--- src/rtl/core/pnce_pkg.sv ---
// ----------------------------------------------------------------------------
// pnce_pkg
// Shared types and constants of the periodic neighbor cell enumerator.
// ----------------------------------------------------------------------------
package pnce_pkg;

  localparam int CELL_W        = 18;
  localparam int OFFS_W        = 5;
  localparam int CFG_W         = 7;
  localparam int CFG_IDX_W     = 2;
  localparam int RUN_LEN       = 27;
  localparam int DEF_MAX_WIDTH = 64;
  localparam int QUEUE_DEPTH   = 2;

  // divider: quotient bits resolved per cycle
  localparam int DIV_BPS   = 3;
  localparam int DIV_STEPS = CELL_W / DIV_BPS;

  localparam logic [1:0] STEP_DOWN = 2'd0;
  localparam logic [1:0] STEP_STAY = 2'd1;
  localparam logic [1:0] STEP_UP   = 2'd2;

  typedef enum logic [CFG_IDX_W-1:0] {
    REG_WIDTH_X = 2'd0,
    REG_WIDTH_Y = 2'd1,
    REG_WIDTH_Z = 2'd2
  } cfg_reg_t;

  typedef enum logic [1:0] {
    F_IDLE,
    F_DIV,
    F_PUSH
  } front_state_t;

  // axis selected by the divider
  localparam logic [1:0] AXIS_X = 2'd0;
  localparam logic [1:0] AXIS_Y = 2'd1;
  localparam logic [1:0] AXIS_Z = 2'd2;

endpackage

--- src/rtl/core/pnce_front.sv ---
// ----------------------------------------------------------------------------
// pnce_front
// Accepts a center cell request and splits it into x, y, z coordinates
// with a shared multi-cycle divider, then writes the result into the queue.
// ----------------------------------------------------------------------------
module pnce_front #(
  parameter int COORD_W = pnce_pkg::CFG_W
) (
  input  logic                        clk,
  input  logic                        rst_n,
  input  logic                        in_push,
  output logic                        in_full,
  input  logic [pnce_pkg::CELL_W-1:0] in_cell_index,
  input  logic [COORD_W-1:0]          width_x,
  input  logic [COORD_W-1:0]          width_y,
  input  logic [COORD_W-1:0]          width_z,
  input  logic                        q_full,
  output logic                        q_push,
  output logic [3*COORD_W:0]          q_data
);

  localparam int STEP_W = $clog2(pnce_pkg::DIV_STEPS);

  pnce_pkg::front_state_t state_r, state_nxt;

  logic [1:0]                  axis_r, axis_nxt;
  logic [STEP_W-1:0]           step_r, step_nxt;
  logic [pnce_pkg::CELL_W-1:0] quo_r, quo_nxt;
  logic [COORD_W-1:0]          rem_r, rem_nxt;
  logic [COORD_W-1:0]          x0_r, x0_nxt;
  logic [COORD_W-1:0]          y0_r, y0_nxt;
  logic [COORD_W-1:0]          z0_r, z0_nxt;
  logic                        single_r, single_nxt;

  logic [COORD_W-1:0]          divisor;
  logic [pnce_pkg::CELL_W-1:0] quo_step;
  logic [COORD_W-1:0]          rem_step;
  logic                        accept;
  logic                        last_step;

  assign accept    = in_push && !in_full;
  assign in_full   = (state_r != pnce_pkg::F_IDLE);
  assign last_step = (step_r == STEP_W'(pnce_pkg::DIV_STEPS - 1));

  always_comb begin
    case (axis_r)
      pnce_pkg::AXIS_X: divisor = width_x;
      pnce_pkg::AXIS_Y: divisor = width_y;
      default:          divisor = width_z;
    endcase
  end

  // restoring division, DIV_BPS bits per cycle
  always_comb begin
    logic [COORD_W:0] ext;
    quo_step = quo_r;
    rem_step = rem_r;
    for (int k = 0; k < pnce_pkg::DIV_BPS; k++) begin
      ext      = {rem_step, quo_step[pnce_pkg::CELL_W-1]};
      quo_step = {quo_step[pnce_pkg::CELL_W-2:0], 1'b0};
      if (ext >= {1'b0, divisor}) begin
        ext         = ext - {1'b0, divisor};
        quo_step[0] = 1'b1;
      end
      rem_step = ext[COORD_W-1:0];
    end
  end

  always_comb begin
    state_nxt  = state_r;
    axis_nxt   = axis_r;
    step_nxt   = step_r;
    quo_nxt    = quo_r;
    rem_nxt    = rem_r;
    x0_nxt     = x0_r;
    y0_nxt     = y0_r;
    z0_nxt     = z0_r;
    single_nxt = single_r;
    q_push     = 1'b0;
    case (state_r)
      pnce_pkg::F_IDLE: begin
        if (accept) begin
          state_nxt  = pnce_pkg::F_DIV;
          axis_nxt   = pnce_pkg::AXIS_X;
          step_nxt   = '0;
          quo_nxt    = in_cell_index;
          rem_nxt    = '0;
          single_nxt = (width_x == COORD_W'(1));
        end
      end
      pnce_pkg::F_DIV: begin
        quo_nxt  = quo_step;
        rem_nxt  = rem_step;
        step_nxt = step_r + 1'b1;
        if (last_step) begin
          step_nxt = '0;
          rem_nxt  = '0;
          case (axis_r)
            pnce_pkg::AXIS_X: begin
              x0_nxt   = rem_step;
              axis_nxt = pnce_pkg::AXIS_Y;
            end
            pnce_pkg::AXIS_Y: begin
              y0_nxt   = rem_step;
              axis_nxt = pnce_pkg::AXIS_Z;
            end
            default: begin
              z0_nxt    = rem_step;
              state_nxt = pnce_pkg::F_PUSH;
            end
          endcase
        end
      end
      pnce_pkg::F_PUSH: begin
        if (!q_full) begin
          q_push    = 1'b1;
          state_nxt = pnce_pkg::F_IDLE;
        end
      end
      default: state_nxt = pnce_pkg::F_IDLE;
    endcase
  end

  assign q_data = {single_r, z0_r, y0_r, x0_r};

  always_ff @(posedge clk) begin
    if (!rst_n) begin
      state_r <= pnce_pkg::F_IDLE;
      axis_r  <= pnce_pkg::AXIS_X;
      step_r  <= '0;
    end else begin
      state_r <= state_nxt;
      axis_r  <= axis_nxt;
      step_r  <= step_nxt;
    end
  end

  always_ff @(posedge clk) begin
    quo_r    <= quo_nxt;
    rem_r    <= rem_nxt;
    x0_r     <= x0_nxt;
    y0_r     <= y0_nxt;
    z0_r     <= z0_nxt;
    single_r <= single_nxt;
  end

`ifndef SYNTHESIS
  a_axis_range: assert property (@(posedge clk) disable iff (!rst_n)
    (state_r == pnce_pkg::F_DIV) |->
      (axis_r == pnce_pkg::AXIS_X || axis_r == pnce_pkg::AXIS_Y ||
       axis_r == pnce_pkg::AXIS_Z))
    else $error("divider axis out of range");

  a_push_after_div: assert property (@(posedge clk) disable iff (!rst_n)
    q_push |-> (axis_r == pnce_pkg::AXIS_Z))
    else $error("queue write before z coordinate resolved");
`endif

endmodule

--- src/rtl/core/pnce_queue.sv ---
// ----------------------------------------------------------------------------
// pnce_queue
// Short FIFO of resolved center coordinates between front and back.
// ----------------------------------------------------------------------------
module pnce_queue #(
  parameter int DATA_W = 22,
  parameter int DEPTH  = pnce_pkg::QUEUE_DEPTH
) (
  input  logic              clk,
  input  logic              rst_n,
  input  logic              push,
  output logic              full,
  input  logic [DATA_W-1:0] wr_data,
  input  logic              pop,
  output logic              empty,
  output logic [DATA_W-1:0] rd_data
);

  localparam int PTR_W = (DEPTH > 1) ? $clog2(DEPTH) : 1;
  localparam int CNT_W = $clog2(DEPTH + 1);

  logic [DATA_W-1:0] mem [DEPTH];
  logic [PTR_W-1:0]  wr_ptr_r, wr_ptr_nxt;
  logic [PTR_W-1:0]  rd_ptr_r, rd_ptr_nxt;
  logic [CNT_W-1:0]  count_r, count_nxt;
  logic              do_push;
  logic              do_pop;

  assign full    = (count_r == CNT_W'(DEPTH));
  assign empty   = (count_r == '0);
  assign do_push = push && !full;
  assign do_pop  = pop && !empty;
  assign rd_data = mem[rd_ptr_r];

  always_comb begin
    wr_ptr_nxt = wr_ptr_r;
    rd_ptr_nxt = rd_ptr_r;
    count_nxt  = count_r;
    if (do_push) begin
      wr_ptr_nxt = (wr_ptr_r == PTR_W'(DEPTH - 1)) ? '0 : wr_ptr_r + 1'b1;
    end
    if (do_pop) begin
      rd_ptr_nxt = (rd_ptr_r == PTR_W'(DEPTH - 1)) ? '0 : rd_ptr_r + 1'b1;
    end
    if (do_push && !do_pop) begin
      count_nxt = count_r + 1'b1;
    end else if (do_pop && !do_push) begin
      count_nxt = count_r - 1'b1;
    end
  end

  always_ff @(posedge clk) begin
    if (!rst_n) begin
      wr_ptr_r <= '0;
      rd_ptr_r <= '0;
      count_r  <= '0;
    end else begin
      wr_ptr_r <= wr_ptr_nxt;
      rd_ptr_r <= rd_ptr_nxt;
      count_r  <= count_nxt;
    end
  end

  always_ff @(posedge clk) begin
    if (do_push) begin
      mem[wr_ptr_r] <= wr_data;
    end
  end

`ifndef SYNTHESIS
  a_count_bound: assert property (@(posedge clk) disable iff (!rst_n)
    count_r <= CNT_W'(DEPTH))
    else $error("queue count overflow");
`endif

endmodule

--- src/rtl/core/pnce_back.sv ---
// ----------------------------------------------------------------------------
// pnce_back
// Walks the 27 wrapped neighbor offsets of each queued center cell (one for a
// single cell) and forms the linear neighbor index in a three-stage pipeline.
// ----------------------------------------------------------------------------
module pnce_back #(
  parameter int COORD_W = pnce_pkg::CFG_W
) (
  input  logic                        clk,
  input  logic                        rst_n,
  input  logic [COORD_W-1:0]          width_x,
  input  logic [COORD_W-1:0]          width_y,
  input  logic [COORD_W-1:0]          width_z,
  input  logic [2*COORD_W-1:0]        plane,
  input  logic                        q_empty,
  input  logic [3*COORD_W:0]          q_data,
  output logic                        q_pop,
  output logic                        out_empty,
  input  logic                        out_pop,
  output logic [pnce_pkg::CELL_W-1:0] out_neighbor_cell,
  output logic [pnce_pkg::OFFS_W-1:0] out_offset_number,
  output logic                        out_last
);

  localparam int PW = (3 * COORD_W > pnce_pkg::CELL_W) ? 3 * COORD_W : pnce_pkg::CELL_W;

  function automatic logic [COORD_W-1:0] wrap_coord(input logic [COORD_W-1:0] c,
                                                    input logic [COORD_W-1:0] w,
                                                    input logic [1:0]         d);
    logic [COORD_W-1:0] r;
    r = c;
    if (d == pnce_pkg::STEP_DOWN) begin
      r = (c == '0) ? w - 1'b1 : c - 1'b1;
    end else if (d == pnce_pkg::STEP_UP) begin
      r = (c == w - 1'b1) ? '0 : c + 1'b1;
    end
    return r;
  endfunction

  // run generator
  logic                        active_r;
  logic                        single_r;
  logic [COORD_W-1:0]          x0_r, y0_r, z0_r;
  logic [1:0]                  dx_r, dy_r, dz_r;
  logic [pnce_pkg::OFFS_W-1:0] n_r;
  logic                        adv;
  logic                        gen_fire;
  logic                        gen_last;
  logic                        load;

  // pipeline
  logic                        s1_v_r;
  logic [COORD_W-1:0]          s1_x_r, s1_y_r, s1_z_r;
  logic [pnce_pkg::OFFS_W-1:0] s1_n_r;
  logic                        s1_last_r;
  logic                        s2_v_r;
  logic [pnce_pkg::CELL_W-1:0] s2_zterm_r, s2_yterm_r;
  logic [COORD_W-1:0]          s2_x_r;
  logic [pnce_pkg::OFFS_W-1:0] s2_n_r;
  logic                        s2_last_r;
  logic                        out_v_r;
  logic [pnce_pkg::CELL_W-1:0] out_cell_r;
  logic [pnce_pkg::OFFS_W-1:0] out_n_r;
  logic                        out_last_r;

  logic [PW-1:0]               zprod, yprod;

  assign adv      = !out_v_r || out_pop;
  assign gen_fire = active_r && adv;
  assign gen_last = single_r || (n_r == pnce_pkg::OFFS_W'(pnce_pkg::RUN_LEN - 1));
  assign load     = adv && (!active_r || gen_last) && !q_empty;
  assign q_pop    = load;

  assign zprod = PW'(s1_z_r) * PW'(plane);
  assign yprod = PW'(s1_y_r) * PW'(width_x);

  always_ff @(posedge clk) begin
    if (!rst_n) begin
      active_r <= 1'b0;
      s1_v_r   <= 1'b0;
      s2_v_r   <= 1'b0;
      out_v_r  <= 1'b0;
    end else if (adv) begin
      active_r <= load || (active_r && !gen_last);
      s1_v_r   <= active_r;
      s2_v_r   <= s1_v_r;
      out_v_r  <= s2_v_r;
    end
  end

  always_ff @(posedge clk) begin
    if (load) begin
      {single_r, z0_r, y0_r, x0_r} <= q_data;
      dx_r <= pnce_pkg::STEP_DOWN;
      dy_r <= pnce_pkg::STEP_DOWN;
      dz_r <= pnce_pkg::STEP_DOWN;
      n_r  <= '0;
    end else if (gen_fire) begin
      n_r <= n_r + 1'b1;
      if (dx_r == pnce_pkg::STEP_UP) begin
        dx_r <= pnce_pkg::STEP_DOWN;
        if (dy_r == pnce_pkg::STEP_UP) begin
          dy_r <= pnce_pkg::STEP_DOWN;
          dz_r <= dz_r + 1'b1;
        end else begin
          dy_r <= dy_r + 1'b1;
        end
      end else begin
        dx_r <= dx_r + 1'b1;
      end
    end
  end

  always_ff @(posedge clk) begin
    if (adv) begin
      if (single_r) begin
        s1_x_r <= '0;
        s1_y_r <= '0;
        s1_z_r <= '0;
      end else begin
        s1_x_r <= wrap_coord(x0_r, width_x, dx_r);
        s1_y_r <= wrap_coord(y0_r, width_y, dy_r);
        s1_z_r <= wrap_coord(z0_r, width_z, dz_r);
      end
      s1_n_r     <= n_r;
      s1_last_r  <= gen_last;
      s2_zterm_r <= zprod[pnce_pkg::CELL_W-1:0];
      s2_yterm_r <= yprod[pnce_pkg::CELL_W-1:0];
      s2_x_r     <= s1_x_r;
      s2_n_r     <= s1_n_r;
      s2_last_r  <= s1_last_r;
      out_cell_r <= s2_zterm_r + s2_yterm_r + pnce_pkg::CELL_W'(s2_x_r);
      out_n_r    <= s2_n_r;
      out_last_r <= s2_last_r;
    end
  end

  assign out_empty         = !out_v_r;
  assign out_neighbor_cell = out_cell_r;
  assign out_offset_number = out_n_r;
  assign out_last          = out_last_r;

`ifndef SYNTHESIS
  a_offset_range: assert property (@(posedge clk) disable iff (!rst_n)
    (out_v_r && !out_last_r) |->
      (out_n_r < pnce_pkg::OFFS_W'(pnce_pkg::RUN_LEN - 1)))
    else $error("offset past end of run without last");

  a_last_offset: assert property (@(posedge clk) disable iff (!rst_n)
    (out_v_r && out_last_r) |->
      (out_n_r == pnce_pkg::OFFS_W'(pnce_pkg::RUN_LEN - 1) || out_n_r == '0))
    else $error("last flag on wrong offset");
`endif

endmodule

--- src/rtl/core/periodic_neighbor_cell_enumerator_core.sv ---
// ----------------------------------------------------------------------------
// periodic_neighbor_cell_enumerator_core
// Enumerates the 27 periodic neighbor cells of a center cell of a 3-D grid.
// ----------------------------------------------------------------------------
// Each center cell request yields 27 results (dz outer, dy, dx fastest, each
// -1..+1), or a single result of cell 0 when width_x is 1; out_last marks the
// end of a run. The front resolves the request into coordinates (accept,
// divider steps at 3 quotient bits per cycle for x, y then z, queue write);
// the back then emits one result per cycle while out_pop keeps its output
// drained, through its s1, s2 and output registers. A two-entry queue between
// them lets the next request be split while the current run is streaming, so
// the sustained request rate is set by the back's one-result-per-cycle output;
// single-cell runs are bound by the front's divider instead. Widths of 0 act as
// 1 and widths above MAX_WIDTH act as MAX_WIDTH; write configuration only
// while no run is pending.
module periodic_neighbor_cell_enumerator_core #(
  parameter int MAX_WIDTH = pnce_pkg::DEF_MAX_WIDTH
) (
  input  logic                           clk,
  input  logic                           rst_n,
  input  logic                           cfg_we,
  input  logic [pnce_pkg::CFG_IDX_W-1:0] cfg_index,
  input  logic [pnce_pkg::CFG_W-1:0]     cfg_data,
  input  logic                           in_push,
  output logic                           in_full,
  input  logic [pnce_pkg::CELL_W-1:0]    in_cell_index,
  output logic                           out_empty,
  input  logic                           out_pop,
  output logic [pnce_pkg::CELL_W-1:0]    out_neighbor_cell,
  output logic [pnce_pkg::OFFS_W-1:0]    out_offset_number,
  output logic                           out_last
);

  localparam int MW_BITS = $clog2(MAX_WIDTH + 1);
  localparam int COORD_W = (MW_BITS < pnce_pkg::CFG_W) ? MW_BITS : pnce_pkg::CFG_W;
  localparam int ENTRY_W = 3 * COORD_W + 1;

  function automatic logic [COORD_W-1:0] clamp_width(input logic [pnce_pkg::CFG_W-1:0] raw);
    logic [COORD_W-1:0] r;
    if (raw == '0) begin
      r = COORD_W'(1);
    end else if (int'(raw) > MAX_WIDTH) begin
      r = COORD_W'(MAX_WIDTH);
    end else begin
      r = COORD_W'(raw);
    end
    return r;
  endfunction

  logic [COORD_W-1:0]   width_x_r, width_y_r, width_z_r;
  logic [2*COORD_W-1:0] plane_r;
  logic                 q_push, q_full, q_pop, q_empty;
  logic [ENTRY_W-1:0]   q_wr_data, q_rd_data;

  always_ff @(posedge clk) begin
    if (!rst_n) begin
      width_x_r <= COORD_W'(1);
      width_y_r <= COORD_W'(1);
      width_z_r <= COORD_W'(1);
    end else if (cfg_we) begin
      case (cfg_index)
        pnce_pkg::REG_WIDTH_X: width_x_r <= clamp_width(cfg_data);
        pnce_pkg::REG_WIDTH_Y: width_y_r <= clamp_width(cfg_data);
        pnce_pkg::REG_WIDTH_Z: width_z_r <= clamp_width(cfg_data);
        default: ;
      endcase
    end
  end

  always_ff @(posedge clk) begin
    plane_r <= (2*COORD_W)'(width_x_r) * (2*COORD_W)'(width_y_r);
  end

  pnce_front #(
    .COORD_W (COORD_W)
  ) u_front (
    .clk           (clk),
    .rst_n         (rst_n),
    .in_push       (in_push),
    .in_full       (in_full),
    .in_cell_index (in_cell_index),
    .width_x       (width_x_r),
    .width_y       (width_y_r),
    .width_z       (width_z_r),
    .q_full        (q_full),
    .q_push        (q_push),
    .q_data        (q_wr_data)
  );

  pnce_queue #(
    .DATA_W (ENTRY_W),
    .DEPTH  (pnce_pkg::QUEUE_DEPTH)
  ) u_queue (
    .clk     (clk),
    .rst_n   (rst_n),
    .push    (q_push),
    .full    (q_full),
    .wr_data (q_wr_data),
    .pop     (q_pop),
    .empty   (q_empty),
    .rd_data (q_rd_data)
  );

  pnce_back #(
    .COORD_W (COORD_W)
  ) u_back (
    .clk               (clk),
    .rst_n             (rst_n),
    .width_x           (width_x_r),
    .width_y           (width_y_r),
    .width_z           (width_z_r),
    .plane             (plane_r),
    .q_empty           (q_empty),
    .q_data            (q_rd_data),
    .q_pop             (q_pop),
    .out_empty         (out_empty),
    .out_pop           (out_pop),
    .out_neighbor_cell (out_neighbor_cell),
    .out_offset_number (out_offset_number),
    .out_last          (out_last)
  );

endmodule
--- config.mk ---
export PLATFORM = sky130hd
export DESIGN_NAME = periodic_neighbor_cell_enumerator_core
export DESIGN_NICKNAME = d
export VERILOG_FILES = /design/src/rtl/core/pnce_pkg.sv /design/src/rtl/core/pnce_front.sv /design/src/rtl/core/pnce_queue.sv /design/src/rtl/core/pnce_back.sv /design/src/rtl/core/periodic_neighbor_cell_enumerator_core.sv
export SDC_FILE = /design/constraint.sdc
export NUM_CORES = 1
export LEC_CHECK = 0
export ABC_AREA = 1
export ABC_CLOCK_PERIOD_IN_PS = 5300
export BUFFER_PORTS_ARGS = -buffer_cell sky130_fd_sc_hd__buf_4
export CAP_MARGIN = 20
export CORE_ASPECT_RATIO = 1.2
export CORE_MARGIN = 4
export CORE_UTILIZATION = 58
export DETAILED_ROUTE_END_ITERATION = 16
export HOLD_SLACK_MARGIN = 0.12
export PLACE_DENSITY = 0.75
export SETUP_SLACK_MARGIN = 0.02
export SLEW_MARGIN = 20
export SYNTH_ARGS = -nofsm -noshare
export SYNTH_HDL_FRONTEND = slang
export SYNTH_SLANG_ARGS = --single-unit
--- constraint.sdc ---
create_clock -name clk -period 5.3 [get_ports clk]
set_clock_uncertainty 0.05 [all_clocks]
set_input_delay 0.265 -clock clk [delete_from_list [all_inputs] [get_ports clk]]
set_output_delay 0.265 -clock clk [all_outputs]
set_load 0.05 [all_outputs]
==> results of run 1 <==
[final timing paths]
path / startpoint / end / depth (start not counted) / slack, ns
max: u_front.axis_r[1]$_SDFFE_PN0P_ / u_front.rem_r[6]$_SDFFCE_PN0P_ / 32 / 0.29
min: cfg_data[0] / width_x_r[0]$_SDFFE_PN1P_ / 5 / 0.17
max reg2reg: u_front.axis_r[1]$_SDFFE_PN0P_ / u_front.rem_r[6]$_SDFFCE_PN0P_ / 32 / 0.29
min reg2reg: u_back.s1_n_r[4]$_DFFE_PN_ / u_back.s2_n_r[4]$_DFFE_PN_ / 0 / 0.36
[cell type report]
class	instances	area [sq um]
clock buffers	36	729
clock inverters	14	136
fillers	2484	9950
inverters	401	1510
multi-input cells	1347	9810
flip-flops and latches	270	7510
well taps	401	502
repair buffers	180	1480
[state kept, by name (all words and copies together), names as in the netlist, 14 cells and up]
| name | cells |
|---|---|
| plane_r | 14 |
| u_back.out_neighbor_cell | 18 |
| u_back.s2_yterm_r | 14 |
| u_back.s2_zterm_r | 18 |
| u_front.quo_r | 18 |
| u_queue.mem | 44 |
[power groups by stage]
stage	combinational [mW]	clock (mW)	sequential (mW)
finish	8.27	1.86	3.96
global route	9.17	1.99	4.03
CTS	7.59	1.90	3.97
detailed placement	7.13	0	4.01
global placement	6.89	0	3.99
floorplan	4.89	0	4.04
[cells by family after synthesis]
family          after synthesis  share of synthesized area
simple gates                733                      0.165
fa+ha+maj                   262                      0.220
mux                           3                    0.00173
xor+xnor                    107                     0.0500
compound gates              242                     0.0728
buf+inv                     448                     0.0902
flops                       270                      0.400
[timing repair]
| action | 4_1_cts | 5_1_grt |
|---|---|---|
| hold endpoints to repair | 48 | 0 |
| setup endpoints to repair | 29 | 31 |
| hold buffers | 34 | 0 |
| gates resized for setup | 11 | 57 |
| buffers inserted | 4 | 12 |
| pin swaps | 5 | 20 |
[layer usage]
layer  share of wire  GRT usage  vias to the layer above
met4           0.041     0.0868                        0
met1            0.39      0.263                     6550
met3           0.038     0.0284                      104
met2            0.53      0.447                      320
met5               0          0                        -
li1                -          -                     6941
[synth_stat cells, drive strengths merged (2+ instances only)]
library cell,n
a21oi,106
buf,8
o211ai,9
edfxtp,209
nor2,98
mux2,2
nor4,4
a21boi,2
xnor2,25
clkbuf,39
a221oi,4
nand2,502
clkinv,2
nand3b,2
dfxtp,61
a311oi,2
o221ai,4
a211oi,6
a31oi,11
inv,399
o21bai,5
xor2,82
a21o,2
nor3,18
and2,2
o22ai,3
nand4,19
or2,5
fa,114
nand3,81
o21ai,85
ha,148
[metrics by stage]
stage	instance area, sq um	utilization	power (mW)	hold WS, ns	std cells
2_1_floorplan	18800	-	8.92	0.350	2065
3_3_place_gp	20100	0.635	10.9	0.353	2548
3_5_place_dp	20100	0.635	11.1	0.355	2548
4_1_cts	21400	0.676	13.5	0.156	2636
5_1_grt	21700	0.686	15.2	0.195	2649
6_report	21700	0.686	14.1	0.171	2649
[tightest hold or removal path, stage by stage]
cell      delay [ns]
buf_4           0.09
nand2_1         0.04
o21ai_0         0.20
nand2_1         0.08
o211ai_1        0.07
==> metrics.txt, run 1 <==
power per cell area 651 nW/um^2; Hold Vio Cnt, Final 0; I/O Pins 58; DRT iter0 DRCs 667; Setup crit end kind flip-flop; area grow syn2layout 15.6%; slowest stage delay, CP 0.36 ns; fmax 200 MHz; post-synthesis register bit count 270; Leak 11.0 nW; ys flop type edfxtp_1; Synth Warn # 0; Max FO, Critical Path 6; GRT Util Overall 0.234; internal power contribution 7.96 mW; final worst path period share 0.945; PortBufs 57; # diodes 0; worst setup margin 0.289 ns; commonest non-fill, non-tap cell in the layout nand2_1; clk buf depth 3; outcome finished, final reports clean; syn avg cell area 9.08 sq um; synth unique cells 49; first-pass GRT wire length 67,400 um; Max H-tree Level 1; Initial Util 0.593; family with the most delay on the worst path compound AO/OA/AOI/OAI gates; Sw Share 0.436; measured slew at the worst slew-check pin 1.06 ns; clock share of power 0.132; VDD IR max 1740 uV; Final Slew Violations 0; Post-synth ARST share 0; drt drc 0; vias in the first global route 14,400; clock latency on the worst-skew pair 0.56 ns; RePlAce Congestion 0.950; length of the first detailed-routing pass in iterations 5; Comb power frac 0.587; WL per Instance 15.3 um; Gate Count Post-Synth 2,065; fin crit period 5.01 ns; Vias 13,900; post-synth top area share 0.335; Sum Neg Setup Slack 0 ns; GRT overflow 0; Max-Slew Margin vs Limit 0.295; Startpoint Class flip-flop; Worst-path clk slew 0.07 ns; die width 172 um; Nets 2,521; Area contributors post-synth edfxtp_1 (33%), fa_1 (12%), ha_1 (9.9%); critical path buffer and inverter count 8; Post-Route WL 40,400 um; commonest cells after routing, fill and taps aside nand2_1 (487), inv_1 (390), edfxtp_1 (209); largest net degree at the start of global routing 88; max cap viols 0; HPWL after detailed placement 31,300 um; proportion of synthesized chip area in sequential cells 0.400; Psw 6.15 mW; Mapped Area 18,800 sq um; Reg power frac 0.281; Final Setup Violations 0; layout cells sized above 1 0.126; Via-to-Cell Ratio 5.25; critical path's slowest cell dfxtp_4; core outline area 31,600 sq um; worst path required time 5.66 ns; num rows 71; CTS Sinks 270; worst slack, placed -0.204 ns; post-synth top area cell edfxtp_1; Syn Nets 2,359; crit path DAT 5.37 ns; Die Y-Extent 205 um; CTS tree yes; Post-synth EDFFs 209; Clock Root Buffer clkbuf_16; worst hold path class input pin to flip-flop; Die Footprint 35,300 sq um; CTS Buf Count 27; WS Path Type flip-flop to flip-flop; initial antenna violation count 0; Post-DRT Antenna Nets 0
Power figures use the tool's default switching activity.
==> run 2, diff against run 1 <==
ABC_AREA = not set   (was 1)
GPL_ROUTABILITY_DRIVEN = 0   (was not set)
==> run 2 against run 1 <==
  * The flow now finishes with violations (setup timing)
  * First-iteration DRC count rose by 2.1%
  * Hold slack worse by 0.027 ns
  * Sequential share of layout area is 0.38 points lower
  * Flip-flop and latch count unchanged
  * Synthesized cell count fell by 12%
  * Power shrank 5.4%
  * Sequential power decreased by 8.8%
  * Clock power is essentially flat
==> metrics.txt, run 2 <==
hold path cells 4 (-1); slowest stage delay, CP 0.34 ns (-0.02 ns); CTS Buf Count 28 (+3.7%); Synth Area in Simple Gates 0.152 (-0.0130); Post-synth EDFFs 209 (unchanged); XOR/XNOR Fraction of Synth Area 0.0615 (+0.0116); fin crit period 6.18 ns (+1.16 ns); CTS tree yes; Post-synth ARST share 0 (unchanged); final worst path period share 1.17 (+0.220); Die Y-Extent 206 um (+0.38%); RSZ-0062 raised after global routing true; Startpoint Class flip-flop; I/O Pins 58 (unchanged); length of the first detailed-routing pass in iterations 5 (unchanged); Vias 13,400 (-3.8%); Final Slew Violations 0 (unchanged); post-synthesis register bit count 270 (unchanged); RR Startpoint u_front.axis_r[0]$_SDFFE_PN0P_; proportion of synthesized chip area in sequential cells 0.396 (-0.00317); multiplexer area fraction after synthesis 0.0326 (+0.0308); post-synth top area share 0.332 (-0.00266); worst path required time 5.55 ns (-0.11 ns); Cells after DPL 2,308 (-9.4%); Die Footprint 35,600 sq um (+0.76%); GRT Util Overall 0.230 (-0.00438); Commonest cells post-synth nand2_1 (220), edfxtp_1 (209), inv_1 (185); R2R cell count 29 (-9.4%); Compound-Gate Fraction of Synth Area 0.0848 (+0.0120); adder-cell share of the synthesized area 0.219 (-0.00175); worst setup margin -0.876 ns (-1.16 ns); hold_ws 0.144 ns (-0.0272 ns); GRT overflow 0 (unchanged); Most flops, register u_queue.mem; drt drc 0 (unchanged); die width 173 um (+0.38%); WL per Instance 16.7 um (+9.7%); Final Setup Violations 29 (+29); power per cell area 609 nW/um^2 (-6.3%); M2 GR Usage 0.447 (about the same); met1 Use GR 0.255 (-0.00769); multi-input logic area 10,600 sq um (+8.2%); fmax 162 MHz (-19%); Post-Route WL 40,200 um (-0.55%); Nets 2,267 (-10%); critical path's slowest cell dfxtp_2; failing checks setup timing; commonest non-fill, non-tap cell in the layout nand2_1; Hold Vio Cnt, Final 0 (unchanged); Worst-path clk slew 0.06 ns (about the same); layout cells sized above 1 0.153 (+0.0265); post-synth top area cell edfxtp_1; commonest cells after routing, fill and taps aside nand2_1 (219), edfxtp_1 (209), inv_1 (184); syn avg cell area 10.5 sq um (+15%); Max FO, Critical Path 8 (+2); Mapped Area 18,900 sq um (+0.80%); area grow syn2layout 15.8%; r2r setup slk -0.88 ns (-1.16 ns); core outline area 32,300 sq um (+2.0%); Max-Slew Margin vs Limit 0.301 (+0.00553); largest net degree at the start of global routing 79 (-10%); outcome complete, but fails checks; placed inst area 20,500 sq um (+2.0%); HPWL after detailed placement 30,400 um (-2.8%); vias in the first global route 14,000 (-2.6%); synth unique cells 72 (+47%); Synth Warn # 0 (unchanged); CTS Sinks 270 (unchanged); Seq. cell area 7500 sq um (about the same); PortBufs 57 (unchanged); Largest register FFs 44 (unchanged); Initial Util 0.586 (-0.00685); Max H-tree Level 1 (unchanged); WS Path Type flip-flop to flip-flop; Gate Count Post-Synth 1,809 (-12%); Via-to-Cell Ratio 5.57 (+6.1%); WHS Endpoint width_x_r[1]$_SDFFE_PN0P_; initial antenna violation count 0 (unchanged); Post-DRT Antenna Nets 0 (unchanged); num rows 72 (+1.4%); worst hold path class input pin to flip-flop; largest family of logic cells by synthesized area adder cells; measured slew at the worst slew-check pin 1.05 ns (-0.00829 ns); Most Crowded Layer GR met2; # diodes 0 (unchanged); max cap viols 0 (unchanged); Syn Nets 2,103 (-11%); crit path DAT 6.43 ns (+1.06 ns); Area contributors post-synth edfxtp_1 (33%), fa_1 (12%), ha_1 (9.8%); Leak 9.83 nW (-11%); count leader, synth nand2_1; reg2reg end u_front.rem_r[5]$_SDFFCE_PN0P_; dominant cell type by count on the critical path mux2_4; Finished Layout Cells 2,402 (-9.3%); DRT iter0 DRCs 681 (+2.1%); clock latency on the worst-skew pair 0.59 ns (+0.03 ns); VDD IR max 841 uV (-52%); Setup crit end kind flip-flop; HP Start cfg_data[1]; ys flop type edfxtp_1; clk buf depth 3 (unchanged); first-pass GRT wire length 67,500 um (about the same); # fillers 2,336 (-6.0%); Clock Root Buffer clkbuf_16; cell area after layout 21,900 sq um (+1.0%); global routing usage on met3 0.0237 (-0.00467)
## run 2: power by group
| group | internal, mW | switching (mW) | total, mW |
|---|---|---|---|
| registers | 3.20 | 0.402 | 3.61 |
| clock network | 1.03 | 0.849 | 1.88 |
| logic | 4.15 | 3.71 | 7.86 |
## run 2: metal layers
metal / up-vias / wire length [um]
met3: 103 / 1310
met4: 0 / 1690
met5: - / 0
met1: 6552 / 15800
met2: 302 / 21400
li1: 6424 / -
## run 2: kinds of logic after synthesis
group | after synthesis
xor+xnor | 132
buf+inv | 262
fa+ha+maj | 262
mux | 56
flops | 270
compound gates | 242
simple gates | 585
## run 2: worst max path at each step
stage                                   startpoint                              to  slack [ns]  cells past startpoint
floorplan                width_x_r[1]$_SDFFE_PN0P_  u_front.rem_r[4]$_SDFFCE_PN0P_       -0.95                     31
global placement    u_front.axis_r[0]$_SDFFE_PN0P_  u_front.rem_r[0]$_SDFFCE_PN0P_       -0.75                     28
detailed placement  u_front.axis_r[0]$_SDFFE_PN0P_  u_front.rem_r[0]$_SDFFCE_PN0P_       -0.97                     27
CTS                 u_front.axis_r[0]$_SDFFE_PN0P_  u_front.rem_r[5]$_SDFFCE_PN0P_       -0.77                     29
global route        u_front.axis_r[0]$_SDFFE_PN0P_  u_front.rem_r[5]$_SDFFCE_PN0P_       -1.11                     29
finish              u_front.axis_r[0]$_SDFFE_PN0P_  u_front.rem_r[5]$_SDFFCE_PN0P_       -0.88                     29
## run 2: repair_timing
item	CTS	global route
pin swaps	1	9
endpoints found under the hold margin	54	0
hold buffers	31	0
setup buffers	4	6
gates resized for setup	11	20
setup endpoints to repair	29	31
## run 2: cell type report
class / instances / share of cell area
flip-flops and latches: 270 / 0.342
well taps: 407 / 0.0232
clock buffers: 36 / 0.0347
multi-input cells: 1277 / 0.485
clock inverters: 16 / 0.00628
repair buffers: 210 / 0.0768
inverters: 186 / 0.0320
## run 2: per-stage QoR
stage	total power, mW	util	setup slack, ns	TNS, ns
finish	13.3	0.679	-0.876	-23.16
global route	14.2	0.679	-1.11	-30.05
CTS	12.7	0.675	-0.771	-19.53
detailed placement	10.5	0.635	-0.967	-24.27
global placement	10.1	0.635	-0.751	-18.64
floorplan	8.14	-	-0.953	-21.60
## run 2: worst max-delay path, delay by kind of cell (launching register included)
family	cells	cell delay [ns]
adders and majority gates	3	0.65
and+or+nand+nor	6	1.01
DFF	1	0.34
xor gates and xnor gates	1	0.14
AOI/OAI and AO/OA	12	2.17
buffers and inverters	3	0.32
muxes	4	1.24
